**src/hdl/dftd_pkg.sv**
```systemverilog
package dftd_pkg;

  localparam int POINTS_DEF  = 64;
  localparam int SMP_W       = 16;
  localparam int TW_W        = 16;
  localparam int PROD_W      = 32;
  localparam int BIN_W       = 23;
  localparam int IDX_W       = 6;
  localparam int ACC_W       = 39;
  localparam int FRAC_W      = 15;
  localparam int RND_HALF    = 16384;
  localparam int OUT_MAX     = 4194303;
  localparam int OUT_MIN     = -4194304;

  typedef enum logic [1:0] {
    ST_LOAD,
    ST_MAC,
    ST_DRAIN,
    ST_FIN
  } dftd_state_e;

  typedef struct packed {
    logic issue;
    logic clear;
  } mac_ctrl_t;

endpackage

```
**src/hdl/dftd_sample_mem.sv**
```systemverilog
module dftd_sample_mem import dftd_pkg::*; #(
  parameter int POINTS = POINTS_DEF,
  localparam int AW = $clog2(POINTS)
) (
  input  logic                 clk_i,
  input  logic                 we_i,
  input  logic [AW-1:0]        waddr_i,
  input  logic [2*SMP_W-1:0]   wdata_i,
  input  logic                 re_i,
  input  logic [AW-1:0]        raddr_i,
  output logic [2*SMP_W-1:0]   rdata_o
);

  logic [2*SMP_W-1:0] mem [POINTS];
  logic [2*SMP_W-1:0] rdata_q;

  always_ff @(posedge clk_i) begin
    if (we_i) begin
      mem[waddr_i] <= wdata_i;
    end
  end

  always_ff @(posedge clk_i) begin
    if (re_i) begin
      rdata_q <= mem[raddr_i];
    end
  end

  assign rdata_o = rdata_q;

endmodule

```
**config.mk**
```make
export PLATFORM = sky130hd
export DESIGN_NAME = dftd_sample_mem
export DESIGN_NICKNAME = d
export VERILOG_FILES = /design/src/hdl/dftd_pkg.sv /design/src/hdl/dftd_sample_mem.sv
export SDC_FILE = /design/constraint.sdc
export NUM_CORES = 2
export LEC_CHECK = 0
export BUFFER_PORTS_ARGS = -buffer_cell sky130_fd_sc_hd__buf_4
export CORE_ASPECT_RATIO = 1.25
export CORE_MARGIN = 1
export CORE_UTILIZATION = 30
export CTS_BUF_LIST = sky130_fd_sc_hd__clkbuf_4 sky130_fd_sc_hd__clkbuf_8
export CTS_CLUSTER_SIZE = 20
export DETAILED_ROUTE_END_ITERATION = 16
export GPL_TIMING_DRIVEN = 0
export HOLD_SLACK_MARGIN = 0.08
export SETUP_SLACK_MARGIN = 0.05
export SLEW_MARGIN = 40
export SYNTH_ARGS = -nofsm -noshare
export SYNTH_HDL_FRONTEND = slang
export SYNTH_SLANG_ARGS = --single-unit
```
**constraint.sdc**
```tcl
create_clock -name clk_i -period 7.7 [get_ports clk_i]
set_input_delay 1.54 -clock clk_i [delete_from_list [all_inputs] [get_ports clk_i]]
set_output_delay 1.54 -clock clk_i [all_outputs]
set_load 0.02 [all_outputs]
```
# Yosys cells after proc, flatten, opt, wreduce, memory -nomap -nowiden
# Memory sizes are Yosys's and may differ from the RTL's. A register that Yosys moved wholly into a read port is not among the register bits.
# Cells that the tools add are included.
# classes
n_mux	2
# ops
op	count
$mux W1	2
# totals
mem_count	1
ff_bits	0
ram_bits	2048
word_cells	3
inputBits	47
output_inout_bits	32
# mem_list
name	depth	width	read_ports	rd_clocked_by_memory_dff	write_ports	line	text
mem	64	32	1	1	1	dftd_sample_mem.sv:14	logic [2*SMP_W-1:0] mem [POINTS];

# Depth between registers and ports, before layout
# depth
ltp_word	2
mapped_depth	10
mapped_depth_nobuf	5

# Worst setup path before layout
# OpenSTA, ideal clock, no wires.
# synth_timing
path_type	input -> register
from	in waddr_i[3]
to	mem mem[48][0] (netlist name), enable pin
path_slack_ns	3.000
path_stages	4
t_arrival_ns	4.239
setup_time_ns	0.461
required_ns	7.239
n_path_buf	1
path_cell_list	clkbuf_1 nor2b_1 nand4b_1 nor3_1
# synth_rtl
element	line	text
start: declaration	dftd_sample_mem.sv:7	input logic [AW-1:0] waddr_i,
end: declaration	dftd_sample_mem.sv:14	
# No word-level cell before the write port.

==> results.ini <==
[status]
status = finished, final reports clean

[sta]
hold_violations = 0
slew_violations = 0
setup_viol = 0
fin_tns_setup_ns = 0
min_period_ns = 4.904
rsz0062_at_grt = false
fmax_mhz = 203.9
finalCritPeriodShare = 0.6368
fin_ws_ns = 2.796
hold-worst-slack_ns = 0.9070
worst_slew_pin_slew_ns = 0.9545
skew_ns = 0.09289
slew_headroom = 0.3621

[power]
power_frac_clock = 0.391
combPwrFrac = 0.060
ir_drop_mv = 0.1491
power_density_nw_per_um2 = 242.7
power.share.sequential = 0.549
power_mw = 22.92
switching_share = 0.2271
internal_power_mw = 17.72
p_sw_mw = 5.207
cellLeakagePower_nw = 29.41

[synth]
ys_ff_latch = 2080
yosys_warnings = 0
synth_nets = 3371
async_flop_share = 0
yosysUniqueCellTypes = 33
syn_area_um2 = 78840
synth_edf_count = 2080
seq_area_frac_synth = 0.7923
ys.flop_type = edfxtp_1
avgSynthCellArea_um2 = 23.72
syn_inst = 3324

[cts]
cts_tree = yes
clock_latency_ns = 1.07
cts_setup_buffers = 0
numCtsBuffers = 336
cts_resized = 0
clk_pin_slew_ns = 0.06
cts-hold-fix-buffers = 0
clockBufferDepth = 4
clock-sinks = 2080
clockRootBuffer = clkbuf_8
ctsHtreeMaxLevel = 5

[critical_path]
path_max_fanout = 10
reg2reg_setup_slack_ns = 4.78
cp-end-kind = flip-flop
max_stage_delay_ns = 0.76
crit_top_cell = buf_2
crit_chain = buf_2 > buf_2 > buf_2 > clkbuf_1 > buf_2 > mux2i_1 > a21oi_1 > a21oi_1 > nor2_1
critPathLaunchType = input port
crit_slowest_cell = nor2_1
required_ns = 8.40
worstPathArrival_ns = 5.60
crit_family = buffers and inverters
path_class = input port to flip-flop
critPathBufInv = 5

[placement]
gp_congestion = 0.8740
portBuffers = 70
dp_cells = 7084
postPlaceCellArea_um2 = 88240
dp_slack_ns = 1.862
dp_hpwl_um = 170300

[flow_run]
cap_violations = 0

[floorplan]
initial_core_util = 0.3015
die_w_um = 460.5
boundaryPins = 79
die_area_um2 = 264900
fp-row-count = 210
dieHeight_um = 575.1
core_um2 = 261400

[global_routing]
grt_pass1_vias = 40840
grt_max_degree = 65
gr-total-overflow = 0
antenna_found_initial = 29
grt_pass1_wl_um = 333900
grt_usage = 0.1861

[cells_and_area]
final_nets = 3976
drive_gt1_frac = 0.3636
final_util = 0.3612
area_delta_synth_final_pct = 19.80
design_area_um2 = 94440
final_cells = 7661

[min_path]
min_path_type = input port to flip-flop

[drt]
drcViolationCount = 0
vias_per_cell = 5.258
postRouteAntennaNets = 0
finalWirelength_um = 249200
drt-pass1-iter-count = 6
wl_per_cell_um = 32.53
initialDrtViolationCount = 5234
num_vias = 40280

-- power groups by stage --
stage	logic, mW	clock network, mW	registers (mW)
after floorplan	0.610	0	12.8
after global placement	1.30	0	12.8
after detailed placement	1.37	0	12.8
after CTS	1.37	9.06	12.6
after global routing	1.40	9.54	12.6
final	1.37	8.96	12.6
-- sequential cells by signal, summed over array words and instances (netlist names) --
name     flops
mem       2048
rdata_o     32
-- worst reg2reg max path, delay by kind of cell (launching register included) --
kind             cells  cell delay (ns)
multiplexers         2             1.04
AO/OA/AOI/OAI        1             0.69
AND/OR/NAND/NOR      1             0.46
flip-flops           1             0.35
-- routing by layer --
layer	track usage	up-vias	share of wire
li1	-	15570	-
met2	0.3067	2579	0.49
met5	0	-	0.00026
met4	0.1166	12	0.069
met1	0.2198	21490	0.35
met3	0.04267	632	0.094
-- synthesized netlist by cell type, drive strengths merged (5+ instances only) --
library cell     n  share of area
nor2b           15         0.0012
nand3b           5        0.00048
a22oi           12         0.0011
nand2           26         0.0012
a21oi           62         0.0039
a311oi           8        0.00089
nor3             7        0.00044
nor2           137         0.0065
mux2i           93          0.012
nand3            5        0.00032
mux4           544           0.16
buf            108         0.0077
nand2b           8        0.00063
o221ai          27         0.0030
clkbuf          74         0.0035
or3b             5        0.00056
edfxtp        2080           0.79
o22ai           84         0.0067
-- layout make-up --
type | instances | area, µm²
Antenna cell | 10 | 25.02
Multi-Input combinational cell | 1062 | 16000
Clock inverter | 128 | 679.4
Timing Repair Buffer | 267 | 4554
Tap cell | 3498 | 4377
Clock buffer | 434 | 5391
Fill cell | 23550 | 167000
Buffer | 182 | 958.4
Sequential cell | 2080 | 62460
-- cells by family (layout without fill, tap and decap cells) --
family | count (synthesis) | count (layout) | synth area share
multiplexers | 637 | 637 | 0.1672
buffers and inverters | 182 | 1011 | 0.01124
AND/OR/NAND/NOR | 223 | 223 | 0.01260
other | 0 | 10 | 0
AO/OA/AOI/OAI | 202 | 202 | 0.01666
flip-flops | 2080 | 2080 | 0.7923
-- cell usage in the layout, fill, tap and decap left out, types with 11 or more instances in the layout --
cell | Yosys | routed
clkbuf_2 | 0 | 44
buf_16 | 0 | 96
mux2i_1 | 93 | 93
clkinv_1 | 0 | 84
nor2_4 | 0 | 62
o221ai_1 | 27 | 27
nor2_1 | 137 | 74
buf_4 | 25 | 104
nand2_1 | 26 | 26
o22ai_1 | 84 | 82
buf_8 | 0 | 79
edfxtp_1 | 2080 | 2080
a22oi_1 | 12 | 12
nor2b_1 | 15 | 15
clkbuf_1 | 74 | 31
clkbuf_8 | 0 | 341
buf_6 | 5 | 11
mux4_2 | 544 | 544
clkinv_2 | 0 | 32
a21oi_1 | 62 | 57
buf_2 | 57 | 76
clkbuf_4 | 0 | 93
-- final timing paths --
path / startpoint / end / cells after the start
max: raddr_i[1] / rdata_o[16] / 9
min: wdata_i[9] / mem[49][9] / 1
max reg2reg: mem[27][16] / rdata_o[16] / 4
min reg2reg: mem[63][7] / rdata_o[7] / 4
Power figures use the tool's default switching activity.
