[src/hdl/dftd_pkg.sv]
package dftd_pkg;

  localparam int POINTS_DEF  = 64;
  localparam int SMP_W       = 16;
  localparam int TW_W        = 16;
  localparam int PROD_W      = 32;
  localparam int BIN_W       = 23;
  localparam int IDX_W       = 6;
  localparam int ACC_W       = 39;
  localparam int FRAC_W      = 15;
  localparam int RND_HALF    = 16384;
  localparam int OUT_MAX     = 4194303;
  localparam int OUT_MIN     = -4194304;

  typedef enum logic [1:0] {
    ST_LOAD,
    ST_MAC,
    ST_DRAIN,
    ST_FIN
  } dftd_state_e;

  typedef struct packed {
    logic issue;
    logic clear;
  } mac_ctrl_t;

endpackage

[src/hdl/dftd_mac.sv]
module dftd_mac import dftd_pkg::*; (
  input  logic                    clk_i,
  input  logic                    rst_ni,
  input  mac_ctrl_t               ctrl_i,
  input  logic [2*SMP_W-1:0]      smp_i,
  input  logic signed [TW_W-1:0]  tw_cos_i,
  input  logic signed [TW_W-1:0]  tw_nsin_i,
  output logic                    busy_o,
  output logic signed [BIN_W-1:0] res_real_o,
  output logic signed [BIN_W-1:0] res_imag_o
);

  logic v1_q, v2_q;
  logic signed [PROD_W-1:0] p_rr_q, p_ii_q, p_ri_q, p_ir_q;
  logic signed [ACC_W-1:0]  acc_re_q, acc_re_d, acc_im_q, acc_im_d;
  logic signed [SMP_W-1:0]  xr, xi;

  assign xr = signed'(smp_i[SMP_W-1:0]);
  assign xi = signed'(smp_i[2*SMP_W-1:SMP_W]);

  // v1: sample and twiddle words are out of the memory and ROM
  always_ff @(posedge clk_i or negedge rst_ni) begin
    if (!rst_ni) begin
      v1_q <= 1'b0;
      v2_q <= 1'b0;
    end else begin
      v1_q <= ctrl_i.issue;
      v2_q <= v1_q;
    end
  end

  always_ff @(posedge clk_i) begin
    if (v1_q) begin
      p_rr_q <= xr * tw_cos_i;
      p_ii_q <= xi * tw_nsin_i;
      p_ri_q <= xr * tw_nsin_i;
      p_ir_q <= xi * tw_cos_i;
    end
  end

  always_comb begin
    acc_re_d = acc_re_q;
    acc_im_d = acc_im_q;
    if (ctrl_i.clear) begin
      acc_re_d = '0;
      acc_im_d = '0;
    end else if (v2_q) begin
      acc_re_d = acc_re_q + ACC_W'(p_rr_q) - ACC_W'(p_ii_q);
      acc_im_d = acc_im_q + ACC_W'(p_ri_q) + ACC_W'(p_ir_q);
    end
  end

  always_ff @(posedge clk_i or negedge rst_ni) begin
    if (!rst_ni) begin
      acc_re_q <= '0;
      acc_im_q <= '0;
    end else begin
      acc_re_q <= acc_re_d;
      acc_im_q <= acc_im_d;
    end
  end

  // round half up: floor((acc + 2^14) / 2^15), then clamp
  function automatic logic signed [BIN_W-1:0] round_sat(input logic signed [ACC_W-1:0] acc);
    logic signed [ACC_W-1:0] v;
    logic signed [ACC_W-1:0] sh;
    v  = acc + ACC_W'(RND_HALF);
    sh = v >>> FRAC_W;
    if (sh > ACC_W'(OUT_MAX)) begin
      sh = ACC_W'(OUT_MAX);
    end else if (sh < ACC_W'(OUT_MIN)) begin
      sh = ACC_W'(OUT_MIN);
    end
    return BIN_W'(sh);
  endfunction

  assign busy_o     = v1_q | v2_q;
  assign res_real_o = round_sat(acc_re_q);
  assign res_imag_o = round_sat(acc_im_q);

  a_clear_idle: assert property (@(posedge clk_i) disable iff (!rst_ni)
    ctrl_i.clear |-> !v1_q && !v2_q && !ctrl_i.issue)
    else $error("accumulator cleared with products in flight");

  a_pipe_seq: assert property (@(posedge clk_i) disable iff (!rst_ni)
    v2_q |-> $past(v1_q))
    else $error("product stage valid without a read stage");

  a_issue_flow: assert property (@(posedge clk_i) disable iff (!rst_ni)
    ctrl_i.issue |=> v1_q)
    else $error("issued read lost");

endmodule

[config.mk]
export PLATFORM = sky130hd
export DESIGN_NAME = dftd_mac
export DESIGN_NICKNAME = d
export VERILOG_FILES = /design/src/hdl/dftd_pkg.sv /design/src/hdl/dftd_mac.sv
export SDC_FILE = /design/constraint.sdc
export NUM_CORES = 2
export LEC_CHECK = 0
export BUFFER_PORTS_ARGS = -buffer_cell sky130_fd_sc_hd__buf_2
export CAP_MARGIN = 25
export CORE_MARGIN = 5
export CORE_UTILIZATION = 55
export DETAILED_ROUTE_END_ITERATION = 8
export PLACE_DENSITY_LB_ADDON = 0.08
export REMOVE_ABC_BUFFERS = 1
export SLEW_MARGIN = 20
export SYNTH_ARGS = -nofsm -noshare
export SYNTH_HDL_FRONTEND = slang
export SYNTH_SLANG_ARGS = --single-unit
[constraint.sdc]
create_clock -name clk_i -period 7.15 [get_ports clk_i]
set_input_delay 0.715 -clock clk_i [delete_from_list [all_inputs] [get_ports clk_i]]
set_output_delay 0.715 -clock clk_i [all_outputs]
set_load 0.02 [all_outputs]
Yosys cells after proc, flatten, opt, wreduce, memory -nomap -nowiden. Index checks and enable logic that the tools add are counted.

Add/subtract/negate cells: 6. Magnitude comparators: 4. Muxes and demuxes: 8. Multiply operators: 4. Reductions and logical operators: 1. Bitwise logic cells: 1.

Operator list (count): 2-to-1 mux 39 bit (4); multiplier 16 x 16 -> 32 bit (4); adder 39 x 32 -> 39 bit (3); 2-to-1 mux 23 bit (4); adder 39 x 16 -> 39 bit (second input constant) (2); > comparator 24 x 23 -> 1 bit (second input constant) (2); < comparator 24 x 23 -> 1 bit (second input constant) (2); subtractor 39 x 32 -> 39 bit (1); nonzero test 2 bit (1); bitwise OR 1 bit (1).

Output and inout port bits: 47. Register bits: 208. Bits of input ports: 68. Word-level logic and storage cells: 32.

Depth between registers and ports, before layout.
Word-level depth: 4. Gate-level depth with buffers: 26. Depth with buffers taken out: 24.

Least setup slack after synthesis. No wires, ideal clock.

Kind: input to register. From: in smp_i[31]. To: reg p_ii_q[30], data pin. Path slack: 315 ps. Buffers on the path: 1. Data required time: 6888 ps. Arrival time: 6573 ps. Stages: 22. Cell sequence: clkbuf_1 nand2_1 inv_1 fa_1 fa_1 fa_1 fa_1 fa_1 inv_1 fa_1 inv_1 ha_1 and4_1 and3_1 and2_1 a22oi_1 o211ai_1 a31o_2 a21o_1 a21oi_1 o21bai_1 xor2_1.

Longest elaborated chain between the ends: 1.

Ends and longest elaborated chain: start, declared (line dftd_mac.sv:5) `input logic [2*SMP_W-1:0] smp_i,`; multiplier 16 x 16 -> 32 bit (line dftd_mac.sv:35) `p_ii_q <= xi * tw_nsin_i;`; end signal, assigned (line dftd_mac.sv:35); end, declared (line dftd_mac.sv:14) `logic signed [PROD_W-1:0] p_rr_q, p_ii_q, p_ri_q, p_ir_q;`.

No other way between the ends. A chain may end at the register's enable or synchronous reset.

Final worst setup path.
From: in smp_i[22]. To: reg p_ir_q[30], data pin.

Longest elaborated chain between the ends: 1.

Ends and longest elaborated chain: multiplier 16 x 16 -> 32 bit (line dftd_mac.sv:37) `p_ir_q <= xi * tw_cos_i;`; end signal, assigned (line dftd_mac.sv:37); end, declared (line dftd_mac.sv:14).

No other way between the ends.

==> results.py <==
metrics = {
    "clocking": {
        "clockBufferDepth": 3,
        "path_clk_slew_ns": 0.07,
        "cts-buffers-inserted": 27,
        "postCtsHoldBufs": 0,
        "cts_resized": 0,
        "htree_levels": 1,
        "clock_latency_ns": 0.57,
        "cts_tree": "done",
        "root_buffer": "clkbuf_16",
        "postCtsSetupBuffers": 0,
        "cts.sinks": 208,
    },
    "die": {
        "design.core.area_sq_um": 95200,
        "io_pins": 115,
        "fp-row-count": 113,
        "start_util_pct": 55.5,
        "die_y_um": 320,
        "die_w_um": 320,
        "die-area_sq_um": 102000,
    },
    "global_route": {
        "grt_usage_pct": 28.2,
        "antenna_found_initial": 19,
        "grt_pass1_vias": 41070,
        "grt_start_max_net_pins": 69,
        "globalRouteOverflowTotal": 0,
        "grt_first_pass_wirelength_um": 227000,
    },
    "logic_synthesis": {
        "synth_top_area_share_pct": 42.6,
        "syn_area_per_cell_sq_um": 9.40,
        "yosys.area_share.simple_pct": 13.9,
        "yosysMostFrequentCell": "inv_1",
        "yosysWarningCount": 0,
        "synth_cell_types": 69,
        "ys.flop_type": "edfxtp_1",
        "synth_top_family_by_area": "adder cells",
        "synth-compound-area-share_pct": 6.55,
        "ys_ff_latch": 208,
        "synth_top_area_cell": "fa_1",
        "synth_xor_area_share_pct": 4.18,
        "synth.yosys.seq_area_share_pct": 11.1,
        "ys_top_cells_by_count": "inv_1, fa_1, nand2_1",
        "ys_top_cells_by_area": "fa_1, ha_1, inv_1, edfxtp_1, and2_1",
        "async_flop_share_pct": 38.5,
        "synth_area_sq_um": 52800,
        "synth_fa_ha_area_share_pct": 52.3,
        "synth_mux_area_share_pct": 0.969,
        "synthCells": 5622,
        "synth-edff-count": 128,
    },
    "sta": {
        "fin_setup_tns_ns": 0,
        "max_freq_ghz": 0.149,
        "rsz0062_at_grt": "false",
        "skew_ns": 0.0180,
        "fin_crit_ns": 6.73,
        "finalSetupViolations": 0,
        "slew_headroom_pct": 31.0,
        "finalCritPeriodShare_pct": 94.1,
        "finalHoldViolCount": 0,
        "tightest_slew_ns": 1.04,
        "maxSlewViolCount": 0,
    },
    "place": {
        "placedCellCount": 7043,
        "dpl_cell_area_sq_um": 56400,
        "numPortBuffers": 114,
        "gp_congestion": 0.898,
        "dpl.hpwl_um": 118000,
    },
    "critical_path": {
        "critPathArrivalTime_ns": 7.04,
        "path_class": "primary input to register",
        "timing.critical_path.mode_cell": "fa_1",
        "slowest_delay_ns": 0.55,
        "critical_path.cell_chain": "buf_2 -> buf_4 -> and2_1 -> fa_1 -> fa_1 -> ha_1 -> inv_1 -> fa_1 -> fa_1 -> fa_1 -> inv_1 -> ha_1 -> or4_1 -> a311oi_1 -> buf_4 -> a211oi_1 -> buf_4 -> o31ai_1 -> a21boi_1 -> nand3_1 -> nand3_1 -> a311o_1 -> a21oi_1 -> xnor2_1",
        "required_ns": 7.46,
        "crit_buf_inv": 6,
        "cp-start-kind": "primary input",
        "cp_slowest_cell": "fa_1",
        "worstSetupEndpointType": "register",
        "r2r_slack_ns": 2.84,
        "path_delay_family": "adder cells",
        "crit_fanout": 19,
    },
    "drt": {
        "first_pass_iters": 6,
        "drc": 0,
        "antenna_left": 0,
        "first_iter_violations": 2151,
        "post_drt_wl_per_cell_um": 19.8,
        "vias_per_cell": 5.34,
        "routed-via-count": 37935,
        "wl_um": 140000,
    },
    "worst_hold_path": {
        "min_path_type": "primary input to asynchronous set/reset pin",
    },
    "run": {
        "maxCapViolations": 0,
    },
    "finish": {
        "drive_above_1_share_pct": 7.89,
        "final_cell_area_sq_um": 57300,
        "instances_no_fill": 7100,
        "area_delta_synth_final_pct": 8.57,
        "nets": 7410,
    },
    "outcome": {
        "outcome": "finished, final reports clean",
    },
}
-- area by class of cell --
type	instances	area, sq um
fillers	8394	37800
multi-input cells	3860	41200
diodes	6	15.0
clock buffers	31	722
repair buffers	386	2860
inverters	1326	4980
clock inverters	18	183
flip-flops and latches	208	5850
well taps	1265	1580
-- stage by stage --
stage | hold slack [ns] | util (%) | worst slack, ns
floorplan | 0.419 | - | 0.556
finish | 0.0651 | 60.3 | 0.420
CTS | 0.0499 | 60.2 | 0.421
global placement | 0.495 | 59.3 | -0.165
global route | 0.0744 | 60.3 | 0.106
detailed placement | 0.516 | 59.3 | -0.184
-- flip-flops by register name (all words and copies together), names as in the netlist --
| signal | flops |
|---|---|
| acc_im_q | 39 |
| acc_re_q | 39 |
| p_ii_q | 32 |
| p_ir_q | 32 |
| p_ri_q | 32 |
| p_rr_q | 32 |
| v1_q | 1 |
| v2_q | 1 |
-- routing by layer --
| metal | up-vias | GRT usage (%) | part of all wire, % |
|---|---|---|---|
| met5 | - | 0 | 0.085 |
| met4 | 16 | 8.02 | 3.5 |
| met1 | 19272 | 38.5 | 43 |
| li1 | 17329 | - | - |
| met2 | 1061 | 46.9 | 47 |
| met3 | 257 | 4.78 | 6.8 |
-- path summary, 6_finish.rpt --
| path | startpoint | cells after the start | endpoint |
|---|---|---|---|
| hold reg to reg | acc_re_q[29] | 2 | acc_re_q[29] |
| max in group asynchronous | rst_ni | 2 | v2_q |
| min in group clk_i | ctrl_i[1] | 1 | v1_q |
| setup / recovery | smp_i[22] | 24 | p_ir_q[30] |
| hold / removal | rst_ni | 1 | acc_re_q[3] |
| setup reg to reg | p_ri_q[1] | 13 | acc_im_q[37] |
-- layout by cell type (no fill, tap or decap), drive strengths merged, types with 8 or more instances in the layout --
cell type  instances
nand2b            42
dfrtp             80
nand4             21
buf              386
a211oi            25
nor2b             16
nand2            567
xor2              67
fa              1125
xnor2            185
o21ai            110
or3                9
a21oi            182
a31oi             21
inv             1330
o211ai            18
nor3              24
o21a              17
or2                8
ha               408
nor2             181
and3              29
mux2i             50
a31o               9
nand3             53
clkbuf            31
o21bai            33
a21o              64
and2             497
edfxtp           128
clkinv             9
-- cells by family (layout without fill, tap and decap cells) --
| logic type | count (synthesis) | in the layout |
|---|---|---|
| buffers and inverters | 1554 | 1761 |
| adder cells (fa/ha/maj) | 1533 | 1533 |
| AND/OR/NAND/NOR | 1478 | 1478 |
| AO/OA/AOI/OAI | 546 | 546 |
| XOR/XNOR | 252 | 252 |
| flip-flops | 208 | 208 |
| multiplexers | 51 | 51 |
| other | 0 | 6 |
Power is not shown: default switching activity piles up to over one toggle a cycle in this logic, so the estimate is an artifact.
