**src/hdl/dftd_pkg.sv**
```systemverilog
package dftd_pkg;

  localparam int POINTS_DEF  = 64;
  localparam int SMP_W       = 16;
  localparam int TW_W        = 16;
  localparam int PROD_W      = 32;
  localparam int BIN_W       = 23;
  localparam int IDX_W       = 6;
  localparam int ACC_W       = 39;
  localparam int FRAC_W      = 15;
  localparam int RND_HALF    = 16384;
  localparam int OUT_MAX     = 4194303;
  localparam int OUT_MIN     = -4194304;

  typedef enum logic [1:0] {
    ST_LOAD,
    ST_MAC,
    ST_DRAIN,
    ST_FIN
  } dftd_state_e;

  typedef struct packed {
    logic issue;
    logic clear;
  } mac_ctrl_t;

endpackage

```
**src/hdl/dftd_twiddle_rom.sv**
```systemverilog
module dftd_twiddle_rom import dftd_pkg::*; #(
  parameter int POINTS = POINTS_DEF,
  localparam int AW = $clog2(POINTS)
) (
  input  logic                    clk_i,
  input  logic [AW-1:0]           idx_i,
  output logic signed [TW_W-1:0]  tw_cos_o,
  output logic signed [TW_W-1:0]  tw_nsin_o
);

  localparam longint unsigned HalfPiQ30 = 64'd1686629713;
  localparam longint unsigned SinDiv [8] = '{6, 20, 42, 72, 110, 156, 210, 272};
  localparam longint unsigned CosDiv [8] = '{2, 12, 30, 56, 90, 132, 182, 240};

  function automatic logic [TW_W-1:0] q30_to_q15(input longint v);
    longint r;
    if (v < 0) begin
      return '0;
    end
    r = (v + 64'sd16384) >>> 15;
    if (r > 64'sd32767) begin
      r = 64'sd32767;
    end
    return TW_W'(r);
  endfunction

  // truncated Maclaurin series, eight correction terms, Q30
  function automatic logic [2*TW_W-1:0] trig_q15(input longint unsigned theta);
    longint unsigned ts;
    longint unsigned tc;
    longint s;
    longint c;
    ts = theta;
    tc = 64'd1 << 30;
    s  = longint'(theta);
    c  = longint'(64'd1 << 30);
    for (int i = 0; i < 8; i++) begin
      ts = ((((ts * theta) >> 30) * theta) >> 30) / SinDiv[i];
      tc = ((((tc * theta) >> 30) * theta) >> 30) / CosDiv[i];
      if (i % 2 == 0) begin
        s = s - longint'(ts);
        c = c - longint'(tc);
      end else begin
        s = s + longint'(ts);
        c = c + longint'(tc);
      end
    end
    return {q30_to_q15(c), q30_to_q15(s)};
  endfunction

  // quadrant unfold, returns {cos, -sin}
  function automatic logic [2*TW_W-1:0] tw_pack(input int unsigned quad,
                                                 input logic [TW_W-1:0] c,
                                                 input logic [TW_W-1:0] s);
    logic [TW_W-1:0] co;
    logic [TW_W-1:0] si;
    case (quad)
      0: begin
        co = c;
        si = s;
      end
      1: begin
        co = -s;
        si = c;
      end
      2: begin
        co = -c;
        si = -s;
      end
      default: begin
        co = s;
        si = -c;
      end
    endcase
    return {co, TW_W'(-si)};
  endfunction

  logic signed [TW_W-1:0] rom_cos  [POINTS];
  logic signed [TW_W-1:0] rom_nsin [POINTS];

  for (genvar m = 0; m < POINTS; m++) begin : g_tw
    localparam int unsigned Quad = (4 * m) / POINTS;
    localparam int unsigned Rem  = (4 * m) % POINTS;
    localparam longint unsigned Theta = (HalfPiQ30 * longint'(Rem)) / POINTS;
    localparam logic [2*TW_W-1:0] Cs  = trig_q15(Theta);
    localparam logic [2*TW_W-1:0] Ent = tw_pack(Quad, Cs[2*TW_W-1:TW_W], Cs[TW_W-1:0]);
    assign rom_cos[m]  = signed'(Ent[2*TW_W-1:TW_W]);
    assign rom_nsin[m] = signed'(Ent[TW_W-1:0]);
  end

  logic signed [TW_W-1:0] cos_q;
  logic signed [TW_W-1:0] nsin_q;

  always_ff @(posedge clk_i) begin
    cos_q  <= rom_cos[idx_i];
    nsin_q <= rom_nsin[idx_i];
  end

  assign tw_cos_o  = cos_q;
  assign tw_nsin_o = nsin_q;

endmodule

```
**config.mk**
```make
export PLATFORM = sky130hd
export DESIGN_NAME = dftd_twiddle_rom
export DESIGN_NICKNAME = d
export VERILOG_FILES = /design/src/hdl/dftd_pkg.sv /design/src/hdl/dftd_twiddle_rom.sv
export SDC_FILE = /design/constraint.sdc
export NUM_CORES = 1
export LEC_CHECK = 0
export BUFFER_PORTS_ARGS = -buffer_cell sky130_fd_sc_hd__buf_2
export CAP_MARGIN = 30
export CORE_MARGIN = 10
export CORE_UTILIZATION = 58
export DETAILED_ROUTE_END_ITERATION = 12
export GPL_ROUTABILITY_DRIVEN = 0
export PLACE_DENSITY_LB_ADDON = 0.12
export SETUP_SLACK_MARGIN = 0.3
export SYNTH_ARGS = -nofsm -noshare
export SYNTH_HDL_FRONTEND = slang
export SYNTH_SLANG_ARGS = --single-unit
```
**constraint.sdc**
```tcl
create_clock -name clk_i -period 2.75 [get_ports clk_i]
set_input_delay 0.275 -clock clk_i [delete_from_list [all_inputs] [get_ports clk_i]]
set_output_delay 0.275 -clock clk_i [all_outputs]
set_load 0.005 [all_outputs]
```
=== Word-level counts from Yosys, hierarchy flattened ===
Memory sizes are Yosys's and may differ from the RTL's. A register that Yosys moved wholly into a read port is not among the register bits.
Cells that the tools add are included.
W data, S select, Z words.

* Bitwise gates (word level): 1

{| class="wikitable"
|+ Operator list
! operator !! count
|-
| $not A6 Y7 || 1
|}

* Memories kept: 2
* Bits in read-only memories: 2048
* Input port bits: 7
* Output and inout bits: 32
* Register bits: 0

{| class="wikitable"
|+ Memory list
! memory !! words !! bits a word !! read ports !! clocked after Yosys merged registers in !! write ports !! line !! RTL
|-
| (no name shown) || 64 || 16 || 1 || 1 || 0 || dftd_twiddle_rom.sv:96 || <nowiki>nsin_q <= rom_nsin[idx_i];</nowiki>
|-
| (no name shown) || 64 || 16 || 1 || 1 || 0 || dftd_twiddle_rom.sv:95 || <nowiki>cos_q <= rom_cos[idx_i];</nowiki>
|}

=== Depth between registers and ports, before layout ===
Gate-level depths: netlist of run 1.

* Depth in word-level cells: 1
* Gate-level depth with buffers: 9
* Mapped depth without buffers: 6

=== Worst setup path after synthesis of run 1 ===
No wires, ideal clock.

* Kind: input to register
* Start point: input idx_i[1]
* End point: register nsin_q[12] (netlist: tw_nsin_o[12])
* Path buffers: 3
* Data required time: 2.664 ns
* Arrival time: 2.159 ns
* Path slack: 0.505 ns
* Stages on the path: 9
* Cell sequence: clkbuf_1 > buf_2 > inv_1 > ha_1 > buf_2 > nand2_2 > nand2_1 > mux4_2 > a221oi_2

* Cells in the longest elaborated chain, start to end: 1

{| class="wikitable"
|+ RTL lines
! item !! line !! RTL
|-
| from (decl) || dftd_twiddle_rom.sv:6 || <nowiki>input logic [AW-1:0] idx_i,</nowiki>
|-
| $not A6 Y7 (implied by the code) || dftd_twiddle_rom.sv:96 ||
|-
| to (decl) || dftd_twiddle_rom.sv:92 || <nowiki>logic signed [TW_W-1:0] nsin_q;</nowiki>
|}

Every way passes these cells.

=== Worst setup path after layout of run 1 ===
* Start point: input idx_i[0]
* End point: register nsin_q[7] (netlist: tw_nsin_o[7])

Same word-level chain as after synthesis.

==> run metrics, run 1 <==
critical path type=in2reg; maximum fanout along the worst path=9; largest family of logic cells by synthesized area=compound AO/OA/AOI/OAI gates; GR met2 Demand/Resource=30.8%; met1 usage=25.9%; layout cell share with drive strength beyond 1=27.9%; routed wire length per instance=19.1 µm; Sink Count=32; final hold slack=415 ps; FFs w/ async S/R, synth=0%; DIE HEIGHT=90.1 µm; Final Hold Fails=0; chip width=90.1 µm; CP Launch Type=input port; Period minus WS final=1950 ps; Die ar.=0.00812 mm²; starting density of the core=59.9%; largest net degree at the start of global routing=41; sequential-to-total area share from yosys stat=22.5%; max cap viols=0; vias in the first global route=2692; register area=641 µm²; Cell variety after synth=60; met3 Use GR=5.40%; TritonCTS Buffers=5; Cell Pwr Density=479 mW/mm²; setup TNS=0 ps; RSZ-0062 raised after global routing=false; Pins Over Slew Limit=0; crit path DAT=2190 ps; core area=0.00475 mm²; DRC viols=0; antenna-violating nets left=0; port bufs=38; Pre-Repair DR Iteration Count=6; GR peak layer=met2; post-synthesis compound-gate area fraction=25.0%; HP Class=in2reg; hpwl dp=5870 µm; post-synthesis xor/xnor area fraction=0.922%; fill count=400; Post-synth EDFFs=0; vias per cell=6.55; Critical Path RT=2990 ps; Clock transition at path regs=70 ps; TritonCTS clock tree=built; mapped cell area=0.00285 mm²; most frequent cells in the layout=buf_2 (38), dfxtp_1 (32), nor2_1 (25); Post-CTS Repair Setup Buffers=0; non-filler instance count after layout=433; post-synthesis cell count=339; placed insts=425; multiplexer share of the synthesized area=19.9%; Core Rows=25; post-cts sizing count=0; relative slew slack=51.3%; commonest non-fill, non-tap cell in the layout=buf_2; leakage power=1.34 nW; final setup fails=0; Overall Global Routing Usage=20.1%; Synth Flop Type=dfxtp_1; Adder-Cell Fraction of Synth Area=4.83%; CTS Root Cell=clkbuf_8; post-synthesis sequential element count=32; gr ovfl total=0; DR iter-0 viols=437; Max clock buf depth=2; first-pass GRT wire length=13800 µm; # H-tree levels=2; synthesis-to-finish area growth=12.4%; Synth Area in Simple Gates=18.2%; synth warn=0; fin crit share=71.0%; Post-CTS Hold Buffers=0; Worst-Margin Slew=731 ps; post-layout util=67.3%; Syn Area/Cell=8.40 µm²; final net count=383; f_max=512 MHz; initial antenna violation count=0; multi-input logic area=0.00196 mm²; diode count=0; boundary pin count=39; outcome=finished, final reports clean; vias post-DR=2834; total wire length=8250 µm; post-synthesis net count=357; Setup crit end kind=flop; Peak VDD IR=0.228 mV
cell families (layout without fill, tap and decap cells):
group	count (synthesis)	count (layout)
AO/OA/AOI/OAI	102	102
XOR/XNOR	3	3
adder cells (fa/ha/maj)	11	11
buffers and inverters	51	78
flip-flops	32	32
multiplexers	38	38
AND/OR/NAND/NOR	102	102
through the flow:
stage / worst slack [ps] / instance area, µm² / power, mW
2_1_floorplan: 505 / 2850 / 0.886
3_3_place_gp: 610 / 3080 / 1.03
3_5_place_dp: 506 / 3080 / 1.04
4_1_cts: 805 / 3200 / 1.54
5_1_grt: 683 / 3200 / 1.62
6_report: 798 / 3200 / 1.54
sequential cells by signal, indices dropped and copies added (netlist names):
register	flops
tw_nsin_o	16
tw_cos_o	16
area by class of cell:
| class | count | share of cell area [%] |
|---|---|---|
| inverters | 14 | 1.64 |
| well taps | 67 | 2.62 |
| clock inverters | 1 | 0.938 |
| repair buffers | 56 | 10.6 |
| multi-input cells | 256 | 61.2 |
| clock buffers | 7 | 3.01 |
| flip-flops and latches | 32 | 20.0 |
power by group:
| group | internal [mW] | switching [mW] | total [mW] |
|---|---|---|---|
| logic | 0.223 | 0.275 | 0.498 |
| clock network | 0.320 | 0.182 | 0.501 |
| registers | 0.525 | 0.0115 | 0.536 |
| total | 1.07 | 0.468 | 1.54 |
final timing paths:
| kind | slack (ps) | startpoint | cells past startpoint | endpoint |
|---|---|---|---|---|
| worst max-delay path | 800 | idx_i[0] | 8 | tw_nsin_o[7] |
| worst min-delay path | 420 | idx_i[4] | 2 | tw_nsin_o[5] |
synth_stat cells, types with 2 or more instances:
cell type | count | share of area, %
nand2b_1 | 15 | 3.3
mux2i_1 | 15 | 5.3
nor3_1 | 10 | 1.8
nand3_1 | 2 | 0.35
a211o_1 | 2 | 0.61
buf_6 | 3 | 1.2
o221a_2 | 4 | 1.6
a32o_1 | 2 | 0.70
buf_4 | 4 | 1.1
xnor2_1 | 2 | 0.61
buf_2 | 15 | 2.6
o22ai_1 | 6 | 1.3
a21oi_1 | 21 | 3.7
o21ai_1 | 3 | 0.53
clkbuf_1 | 14 | 1.8
nor2b_1 | 10 | 2.2
a31o_2 | 2 | 0.61
o21ai_0 | 18 | 3.2
a21o_1 | 2 | 0.53
a211oi_1 | 8 | 2.1
o211ai_1 | 8 | 2.1
ha_1 | 11 | 4.8
a221o_1 | 2 | 0.70
mux2_2 | 9 | 3.6
mux4_2 | 14 | 11
nand3b_1 | 3 | 0.79
a32oi_1 | 3 | 0.92
nor2_1 | 25 | 3.3
inv_2 | 2 | 0.26
or2_2 | 4 | 0.88
nand2_1 | 22 | 2.9
a31oi_1 | 3 | 0.66
inv_1 | 12 | 1.6
and3_1 | 2 | 0.44
dfxtp_1 | 32 | 22
o221ai_1 | 5 | 1.5
critical path: stages:
cell and delay [ps]:
buf_2 100, inv_1 200, ha_1 350, buf_4 220
or2b_1 250, a32o_1 250, a211oi_1 310, o221a_2 240
routing by layer:
metal,routed length (µm),up-vias
li1,-,1301
met1,3280,1325
met2,3770,176
met3,929,32
met4,272,0
met5,0,-
Note: power is estimated with default switching activity, not from simulation.
==> run 2: changes to the inputs <==
--- a/config.mk
+++ b/config.mk
@@ -5,10 +5,11 @@
 export SDC_FILE = /design/constraint.sdc
 export NUM_CORES = 1
 export LEC_CHECK = 0
+export ABC_AREA = 1
 export BUFFER_PORTS_ARGS = -buffer_cell sky130_fd_sc_hd__buf_2
 export CAP_MARGIN = 30
 export CORE_MARGIN = 10
-export CORE_UTILIZATION = 58
+export CORE_UTILIZATION = 52
 export DETAILED_ROUTE_END_ITERATION = 12
 export GPL_ROUTABILITY_DRIVEN = 0
 export PLACE_DENSITY_LB_ADDON = 0.12
==> constraint.sdc (replaced) <==
create_clock -name clk_i -period 1.6 [get_ports clk_i]
set_input_delay 0.16 -clock clk_i [delete_from_list [all_inputs] [get_ports clk_i]]
set_output_delay 0.16 -clock clk_i [all_outputs]
set_load 0.005 [all_outputs]
==> run 2 against run 1 <==
  * Global-route usage shrank 1.5 points
  * Routed wire length is 5.5% lower
  * Via count rose by 7.5%
  * Clock power increased by 73%
  * Worst setup slack got worse by 430 ps
  * Cell count is 29% higher
  * Combinational power increased by 51%
  * Sequential cell count unchanged
  * Largest power group unchanged
==> run metrics, run 2 <==
outcome=finished, final reports clean; synth cell count leaders=nand2_1 (216), nand3_1 (67), inv_1 (39); Syn Area/Cell=5.75 µm² (-32%); max cap viols=0 (unchanged); Hold Path Stages=2 (unchanged); CP Launch Type=input port; layout cell share with drive strength beyond 1=15.9% (-12 points); critical path type=in2reg; boundary pin count=39 (unchanged); Critical-path top delay cell=ha_1; vias in the first global route=2848 (+5.8%); worst-path cell chain=buf_2 -> inv_1 -> buf_4 -> ha_1 -> nand2_2 -> nand2_1 -> o21ai_1 -> o21ai_0; Cell variety after synth=26 (-57%); antenna-violating nets left=0 (unchanged); delay-heaviest family, CP=buffers and inverters; Overall Global Routing Usage=18.7% (-1.5 points); post-layout util=62.4% (-5.0 points); Synth Flop Type=dfxtp_1; maximum fanout along the worst path=7 (-2); Final Hold Fails=0 (unchanged); setup TNS=0 ps (unchanged); routed wire length per instance=14.0 µm (-27%); DR iter-0 viols=397 (-9.2%); port bufs=38 (unchanged); core area=0.00479 mm² (+0.66%); post-synthesis cell count=453 (+34%); Cell Pwr Density=850 mW/mm² (+77%); first-pass GRT wire length=13300 µm (-3.5%); Period minus WS final=1230 ps; dominant cell type by area after synthesis=nand2_1; synthesis-to-finish area growth=14.5%; vias post-DR=3047 (+7.5%); initial antenna violation count=0 (unchanged); Area contributors post-synth=nand2_1 (31%), dfxtp_1 (25%), nand3_1 (13%); Largest stage delay, worst path=230 ps (-120 ps); leakage power=1.65 nW (+23%); Pins Over Slew Limit=0 (unchanged); Die ar.=0.00824 mm² (+1.6%); Setup crit end kind=flop; sequential-to-total area share from yosys stat=24.6% (+2.1 points); DRC viols=0 (unchanged); chip width=90.8 µm (+0.79%); starting density of the core=54.5% (-5.5 points); relative slew slack=65.9% (+15 points); HP Class=in2reg; largest net degree at the start of global routing=45 (+9.8%); fill count=470 (+18%); final net count=507 (+32%); crit path buf inv count=3 (unchanged); gr ovfl total=0 (unchanged); placed cell area=0.00284 mm² (-7.6%); total wire length=7800 µm (-5.5%); synth warn=0 (unchanged); f_max=814 MHz; CTS Root Cell=clkbuf_8; post-synthesis sequential element count=32 (unchanged); FFs w/ async S/R, synth=0% (unchanged); DIE HEIGHT=90.8 µm (+0.79%); most frequent cells in the layout=nand2_1 (211), nand3_1 (67), inv_1 (38), buf_2 (38), dfxtp_1 (32); placed insts=549 (+29%); Post-synth EDFFs=0 (unchanged); Pre-Repair DR Iteration Count=6 (unchanged); final setup fails=0 (unchanged); Critical Path RT=1760 ps (-1230 ps); mapped cell area=0.00261 mm² (-8.5%); commonest non-fill, non-tap cell in the layout=nand2_1; # H-tree levels=2 (unchanged); RSZ-0062 raised after global routing=true; post-route cell area=0.00299 mm² (-6.8%); vias per cell=5.47 (-16%); TritonCTS Buffers=5 (unchanged); TritonCTS clock tree=built; fin crit share=76.7%; hpwl dp=5840 µm (-0.47%); CP Depth=8 (unchanged); diode count=0 (unchanged); post-synthesis net count=471 (+32%); count leader, synth=nand2_1; Core Rows=25 (unchanged); Sink Count=32 (unchanged); Clock transition at path regs=70 ps (about the same); share of the synthesized area in the top cell type=31.1% (+8.6 points); non-filler instance count after layout=557 (+29%); Post-CTS Hold Buffers=0 (unchanged); Max clock buf depth=2 (unchanged); Peak VDD IR=0.452 mV (+99%); crit path DAT=1390 ps (-800 ps); Worst-Margin Slew=510 ps (-221 ps)
-- run 2: through the flow --
step	power (mW)	worst slack, ps	hold slack (ps)
6_report	2.54	372	215
5_1_grt	2.69	261	278
4_1_cts	2.54	322	215
3_5_place_dp	1.67	-69.5	511
3_3_place_gp	1.66	-23.8	513
2_1_floorplan	1.43	378	272
-- run 2: power breakdown --
group	total (mW)	leakage (nW)	internal (mW)	switching, mW
registers	0.921	0.269	0.901	0.0201
logic	0.750	1.31	0.267	0.483
clock network	0.866	0.0645	0.550	0.317
-- run 2: timing repair --
| action | 4_1_cts | 5_1_grt |
|---|---|---|
| cloned | 0 | 0 |
| buffers inserted | 0 | 0 |
| gates resized for setup | 1 | 8 |
| endpoints found under the setup margin | 2 | 14 |
-- run 2: path summary, 6_finish.rpt --
check                 from       endpoint  slack [ps]
setup / recovery  idx_i[1]   tw_nsin_o[0]         370
hold / removal    idx_i[5]  tw_nsin_o[15]         210
-- run 2: per-layer routing --
layer / GRT usage [%] / wire length [µm] / vias to the layer above
met1: 22.7 / 3330 / 1332
met3: 5.65 / 804 / 27
li1: - / - / 1510
met5: 0 / 0 / -
met2: 30.8 / 3440 / 178
met4: 5.74 / 217 / 0
-- run 2: cell type report --
class	count	area, µm²	share of cell area (%)
tap	67	83.8	2.81
multi-input combinational	356	1680	56.2
inverter	44	165	5.53
clock buffer	7	96.3	3.23
sequential	32	641	21.5
clock inverter	1	30.0	1.01
timing repair buffer	50	293	9.81
-- run 2: kinds of logic (layout without fill, tap and decap cells) --
logic type	after synthesis	count (layout)	share of synthesized area [%]
simple gates	319	319	52.4
flops	32	32	24.6
buf+inv	65	102	11.8
compound gates	26	26	5.95
fa+ha+maj	11	11	5.28
